## src/ssib_pkg.sv

```systemverilog
package ssib_pkg;

    // Field and configuration widths
    localparam int RowW   = 30;
    localparam int SizeW  = 11;
    localparam int OffW   = 5;
    localparam int PlaneW = 2 * SizeW;
    localparam int NW     = 4;
    localparam int IdxW   = 32;

    // Divider depth: one quotient bit per stage
    localparam int DivSteps = RowW;

    // Configuration register indexes
    typedef enum logic [2:0] {
        CFG_DEST_NX  = 3'd0,
        CFG_DEST_NY  = 3'd1,
        CFG_SRC_NX   = 3'd2,
        CFG_SRC_NY   = 3'd3,
        CFG_SRC_NZ   = 3'd4,
        CFG_X_OFFSET = 3'd5,
        CFG_Y_OFFSET = 3'd6,
        CFG_Z_OFFSET = 3'd7
    } cfg_idx_t;

    // Item fields that ride along with a division
    typedef struct packed {
        logic [RowW-1:0] kd;
        logic            left;
        logic [NW-1:0]   n;
    } side_t;

    // One axis after the limit checks
    typedef struct packed {
        logic signed [IdxW-1:0] idx;
        logic                   lo_ok;
        logic                   hi_ok;
    } axis_t;

    // Low check first, then high check on the possibly clamped index
    function automatic axis_t check_axis(input logic signed [IdxW-1:0] idx,
                                         input logic [SizeW-1:0] size,
                                         input logic signed [5:0] shift);
        axis_t r;
        logic signed [IdxW-1:0] lim_lo;
        logic signed [IdxW-1:0] lim_hi;
        lim_lo = 32'sd1 + IdxW'(shift);
        lim_hi = $signed({{(IdxW-SizeW){1'b0}}, size}) + IdxW'(shift);
        r.idx   = idx;
        r.lo_ok = 1'b1;
        r.hi_ok = 1'b1;
        if (r.idx < lim_lo) begin
            r.lo_ok = 1'b0;
            r.idx   = '0;
        end
        if (r.idx >= lim_hi) begin
            r.hi_ok = 1'b0;
            r.idx   = $signed({{(IdxW-SizeW){1'b0}}, size}) - 32'sd1;
        end
        return r;
    endfunction

endpackage

```

## src/ssib_div.sv

```systemverilog
// Pipelined restoring divider, one quotient bit per stage, with stall chain.
module ssib_div (
    input  logic                         aclk,
    input  logic                         aresetn,
    input  logic                         in_valid,
    output logic                         in_ready,
    input  logic [ssib_pkg::RowW-1:0]    in_num,
    input  ssib_pkg::side_t              in_side,
    input  logic [ssib_pkg::PlaneW-1:0]  divisor,
    output logic                         out_valid,
    input  logic                         out_ready,
    output logic [ssib_pkg::RowW-1:0]    out_quo,
    output logic [ssib_pkg::PlaneW-1:0]  out_rem,
    output ssib_pkg::side_t              out_side
);

    localparam int N = ssib_pkg::DivSteps;
    localparam int W = ssib_pkg::RowW;
    localparam int R = ssib_pkg::PlaneW;

    logic                v_reg    [N];
    logic [W-1:0]        work_reg [N];
    logic [R-1:0]        rem_reg  [N];
    ssib_pkg::side_t     side_reg [N];
    logic                adv      [N];

    // Stall chain: a stage moves when empty or when the next one moves
    always_comb begin
        adv[N-1] = !v_reg[N-1] || out_ready;
        for (int i = N - 2; i >= 0; i--) begin
            adv[i] = !v_reg[i] || adv[i+1];
        end
    end

    assign in_ready = adv[0];

    for (genvar g = 0; g < N; g++) begin : g_stage
        logic [W-1:0]        w_in;
        logic [R-1:0]        r_in;
        ssib_pkg::side_t     s_in;
        logic                v_in;
        logic [R:0]          trial;
        logic                ge;
        logic [W-1:0]        work_next;
        logic [R-1:0]        rem_next;

        if (g == 0) begin : g_first
            assign w_in = in_num;
            assign r_in = '0;
            assign s_in = in_side;
            assign v_in = in_valid;
        end else begin : g_rest
            assign w_in = work_reg[g-1];
            assign r_in = rem_reg[g-1];
            assign s_in = side_reg[g-1];
            assign v_in = v_reg[g-1];
        end

        // Shift in the next dividend bit, subtract when it fits
        always_comb begin
            trial     = {r_in, w_in[W-1]};
            ge        = trial >= {1'b0, divisor};
            rem_next  = ge ? R'(trial - {1'b0, divisor}) : trial[R-1:0];
            work_next = {w_in[W-2:0], ge};
        end

        always_ff @(posedge aclk) begin
            if (!aresetn) begin
                v_reg[g] <= 1'b0;
            end else if (adv[g]) begin
                v_reg[g] <= v_in;
            end
            if (adv[g]) begin
                work_reg[g] <= work_next;
                rem_reg[g]  <= rem_next;
                side_reg[g] <= s_in;
            end
        end
    end

    assign out_valid = v_reg[N-1];
    assign out_quo   = work_reg[N-1];
    assign out_rem   = rem_reg[N-1];
    assign out_side  = side_reg[N-1];

endmodule

```

## config.mk

```make
export PLATFORM = sky130hd
export DESIGN_NAME = ssib_div
export DESIGN_NICKNAME = d
export VERILOG_FILES = /design/src/ssib_pkg.sv /design/src/ssib_div.sv
export SDC_FILE = /design/constraint.sdc
export NUM_CORES = 2
export LEC_CHECK = 0
export ABC_CLOCK_PERIOD_IN_PS = 17650
export BUFFER_PORTS_ARGS = -buffer_cell sky130_fd_sc_hd__buf_4
export CAP_MARGIN = 20
export CORE_UTILIZATION = 60
export CTS_CLUSTER_DIAMETER = 30
export DETAILED_ROUTE_END_ITERATION = 8
export GPL_TIMING_DRIVEN = 1
export PLACE_DENSITY = 0.76
export SYNTH_ARGS = -nofsm -noshare
export SYNTH_HDL_FRONTEND = slang
export SYNTH_SLANG_ARGS = --single-unit
```

## constraint.sdc

```tcl
create_clock -name aclk -period 17.65 [get_ports aclk]
set_input_delay 3.53 -clock aclk [delete_from_list [all_inputs] [get_ports aclk]]
set_output_delay 3.53 -clock aclk [all_outputs]
set_load 0.01 [all_outputs]
```

# Yosys cells after proc, flatten, opt, wreduce, memory -nomap -nowiden
# Memories as Yosys holds them, arrays and structs flattened.
# Cells that the tools add are included.
# word_totals
n_memories	4
wordCells	335
ramBits	2640
register_bits	0
output_inout_bits	89
# op_classes
reduce_logical	60
add_sub_neg	30
bitwise_logic	30
n_lt_le_gt_ge	30
mux	181
# memory_table
name	words	word_bits	read_ports	rd_ports_with_merged_regs	write_ports	line_no	rtl
side_reg	30	35	30	0	30	ssib_div.sv:24	ssib_pkg::side_t side_reg [N];
work_reg	30	30	30	0	30	ssib_div.sv:22	logic [W-1:0] work_reg [N];
rem_reg	30	22	30	0	30	ssib_div.sv:23	logic [R-1:0] rem_reg [N];
v_reg	30	1	30	0	30	ssib_div.sv:21	logic v_reg [N];
# op_table
operator	count
greater-or-equal comparator 23 x 22 -> 1 bit	29
two-way mux 22 bit	30
subtractor 22 bit	29
two-way mux 1 bit	151
logical NOT 1 bit	30
logical OR 1 bit	30
OR 1 bit	30
greater-or-equal comparator 1 x 22 -> 1 bit	1
subtractor 1 x 22 -> 22 bit	1

# Depth between registers and ports, before layout
# An unclocked memory read counts as a cell.
# logic_depth
word_depth	36
depth_mapped	15
depth_no_buf	13

# Worst setup path after synthesis
# OpenSTA, ideal clock, no wires.
# synth_path
kind	input to output
start	input out_ready
end	output in_ready
path_slack_ns	3.000
required_ns	14.120
t_arrival_ns	11.120
cell_stages	10
path_cell_list	and3b_1 -> and4_1 -> and2_1 -> inv_1 -> nor3_1 -> and3_1 -> buf_2 -> nand2_1 -> nor2_2 -> nand4_1
# synth_lines
element	line_no	rtl
start, declared	ssib_div.sv:11	input logic out_ready,
end, declared	ssib_div.sv:6	output logic in_ready,

==> impl_metrics.toml <==
[status]
outcome = "finished clean"

[worst_setup_path]
r2r-end = "rem_reg[0][120]"
arrival_ns = 8.78
timing.critical_path.cells = "buf_4 > and3b_1 > and4_1 > and2_1 > clkinv_2 > nor3_1 > and3_1 > nand2_4 > nor2_2 > nand4_1 > buf_4 > buf_4"
critPathKind = "in -> out"
path_buf_inv = 4
critPathMaxStageDelay_ns = 0.96
slowest_stage = "nor3_1"
cp.required_ns = 14.12
reg2reg_depth = 10
reg2reg_from = "v_reg[1][13]"
crit_family = "simple AND/OR/NAND/NOR gates"
start_kind = "input pin"
reg2reg_slack_ns = 11.36
cp_common_cell = "buf_4"
worstPathMaxFanout = 39
endpoint_kind = "primary output"

[logic_synthesis]
ys_seq_area_share_pct = 67.52
synth-seq-cells = 2640
synth_area_leaders = "edfxtp_1 67%, ha_1 6.8%, mux2_2 2.9%"
synthesis.area_um2 = 117400
synth_fp_nets = 8771
synth_area_leader_cell = "edfxtp_1"
ys_top_cells_by_count = "2639 x edfxtp_1, 640 x ha_1, 515 x a21oi_1, 480 x nor2_1, 431 x o21ai_0"
synth.avg_cell_area_um2 = 14.66
synth_cells = 8011
async_reset_ff_share_pct = 0
yosysMostFrequentCell = "edfxtp_1"
synth_edf_count = 2639
synth_top_area_share_pct = 67.50
ys.flop_type = "edfxtp_1"
ys_types = 96
ys_warn_count = 0

[drt]
drt-total-wl_um = 265200
drt_pass1_iterations = 6
via_count = 69870
via_per_inst = 6.090
ant_nets = 0
routedWlPerCell_um = 23.12
route.detailed.drc = 0
drt_iter0_drc = 6322

[hold_path]
min_from = "work_reg[1][52]"
holdPathStages = 0
whs_endpoint = "work_reg[1][83]"
hold_path_class = "reg -> reg"

[sta]
max_freq_ghz = 0.08123
slew_violations = 0
setup_viol = 0
tightest_slew_ns = 1.178
rsz0062_at_grt = "false"
period_share_pct = 69.75
setup_tns_ns = 0
finalHoldViolCount = 0
fin_crit_ns = 12.31
relSlewSlack_pct = 21.47
skew_ns = 0.09168

[pwr]
ir_drop_mv = 0.1163
leakagePower_nw = 55.54
powerDensity_nw_per_um2 = 157.1

[floorplanning]
ioPinCount = 180
fp.dieW_um = 444.4
die_h_um = 444.4
initial_utilization_pct = 60.71
rows = 161
dieArea_um2 = 197400
core_um2 = 193400

[cts]
hold_buffers = 0
cts_sinks = 2640
clockBufferDepth = 4
cts_resized = 0
path_clk_slew_ns = 0.06
cts-htree-levels = 5
cts-root-buf = "clkbuf_16"
cts_tree = "yes"
numCtsBuffers = 441
clock_latency_ns = 0.97
cts_setup_buffers = 0

[finish]
fin_util_pct = 70.97
largest_reg_flops = 1050
area_delta_synth_final_pct = 16.90
layoutNonFillerInstCount = 11470
layout.nets = 9349
drive_above_1_share_pct = 15.88
fin_area_um2 = 137200

[placed_design]
post_dp_cell_area_um2 = 122100
place.port_buffers = 179
gp_congestion = 0.8917
hpwl_um = 154900
dp_cells = 10670

[global_route]
grt_overflow = 0
groute.usage.overall_pct = 26.50
grt_pass1_wl_um = 402100
grt_pass1_vias = 70820
grt_max_degree = 86
grt_antenna_before_repair = 7

[job]
cap_viol_max_count = 0
==> worst max path at each step <==
stage,start,end,slack (ns),cells past startpoint
2_1_floorplan,out_ready,in_ready,3.00,10
3_3_place_gp,out_ready,in_ready,5.86,12
3_5_place_dp,out_ready,in_ready,5.67,12
4_1_cts,out_ready,in_ready,5.31,12
5_1_grt,out_ready,in_ready,5.11,12
6_report,out_ready,in_ready,5.34,12
==> final cells by class <==
class / count / area (um2)
Tap cell: 2526 / 3161
Fill cell: 12100 / 56140
Sequential cell: 2640 / 79270
Clock buffer: 481 / 11270
Clock inverter: 317 / 3760
Antenna cell: 2 / 5.005
Inverter: 241 / 919.6
Timing Repair Buffer: 262 / 2034
Multi-Input combinational cell: 5003 / 36830
==> cell families (layout without fill, tap and decap cells) <==
kind of cell | after synthesis | count (layout) | synth area share (%)
fa+ha+maj | 669 | 669 | 7.315
mux | 386 | 386 | 3.749
xor+xnor | 474 | 474 | 3.536
buf+inv | 368 | 1301 | 1.280
other cells | 0 | 2 | 0
simple gates | 1753 | 1753 | 7.338
flops | 2640 | 2640 | 67.52
compound gates | 1721 | 1721 | 9.266
==> where the power goes <==
| group | switching, mW | total (mW) | internal, mW |
|---|---|---|---|
| combinational | 2.49 | 4.62 | 2.12 |
| clock | 3.06 | 8.65 | 5.59 |
| sequential | 0.414 | 8.29 | 7.88 |
| total | 5.97 | 21.6 | 15.6 |
==> stage by stage <==
step | power (mW) | worst slack (ns) | hold WS, ns
after global placement | 12.68 | 5.858 | 0.4006
final | 21.56 | 5.339 | 0.3497
after global routing | 22.43 | 5.106 | 0.3385
after CTS | 21.62 | 5.313 | 0.3323
after floorplan | 11.73 | 3.000 | 0.4003
after detailed placement | 12.84 | 5.669 | 0.4045
==> layout by cell type, fill, tap and decap left out, types with 70 or more instances in the layout <==
cell type / synthesis / routed
nand2b_1: 109 / 109
edfxtp_1: 2639 / 2639
nor3_1: 122 / 122
nand3_1: 120 / 114
a21oi_1: 515 / 513
nor2b_1: 114 / 113
xnor2_1: 306 / 306
o21ai_0: 431 / 430
o21a_1: 118 / 118
buf_4: 5 / 257
ha_1: 640 / 640
inv_1: 241 / 229
clkbuf_16: 0 / 445
and3_1: 83 / 83
clkinv_2: 0 / 70
mux2_2: 302 / 302
nor2_1: 480 / 479
nand2_1: 411 / 401
a21o_1: 188 / 188
xor2_1: 168 / 168
nand4_1: 101 / 101
==> metal layers <==
| metal | share of wire [%] | vias up | routed length [um] | track usage (%) |
|---|---|---|---|---|
| li1 | - | 32240 | - | - |
| met1 | 39 | 33940 | 104000 | 33.35 |
| met2 | 49 | 2904 | 129700 | 44.61 |
| met3 | 6.9 | 788 | 18270 | 4.528 |
| met4 | 5.0 | 2 | 13200 | 12.92 |
| met5 | 0.0098 | - | 26 | 0 |
No activity file was read; power rests on OpenSTA's default activity.
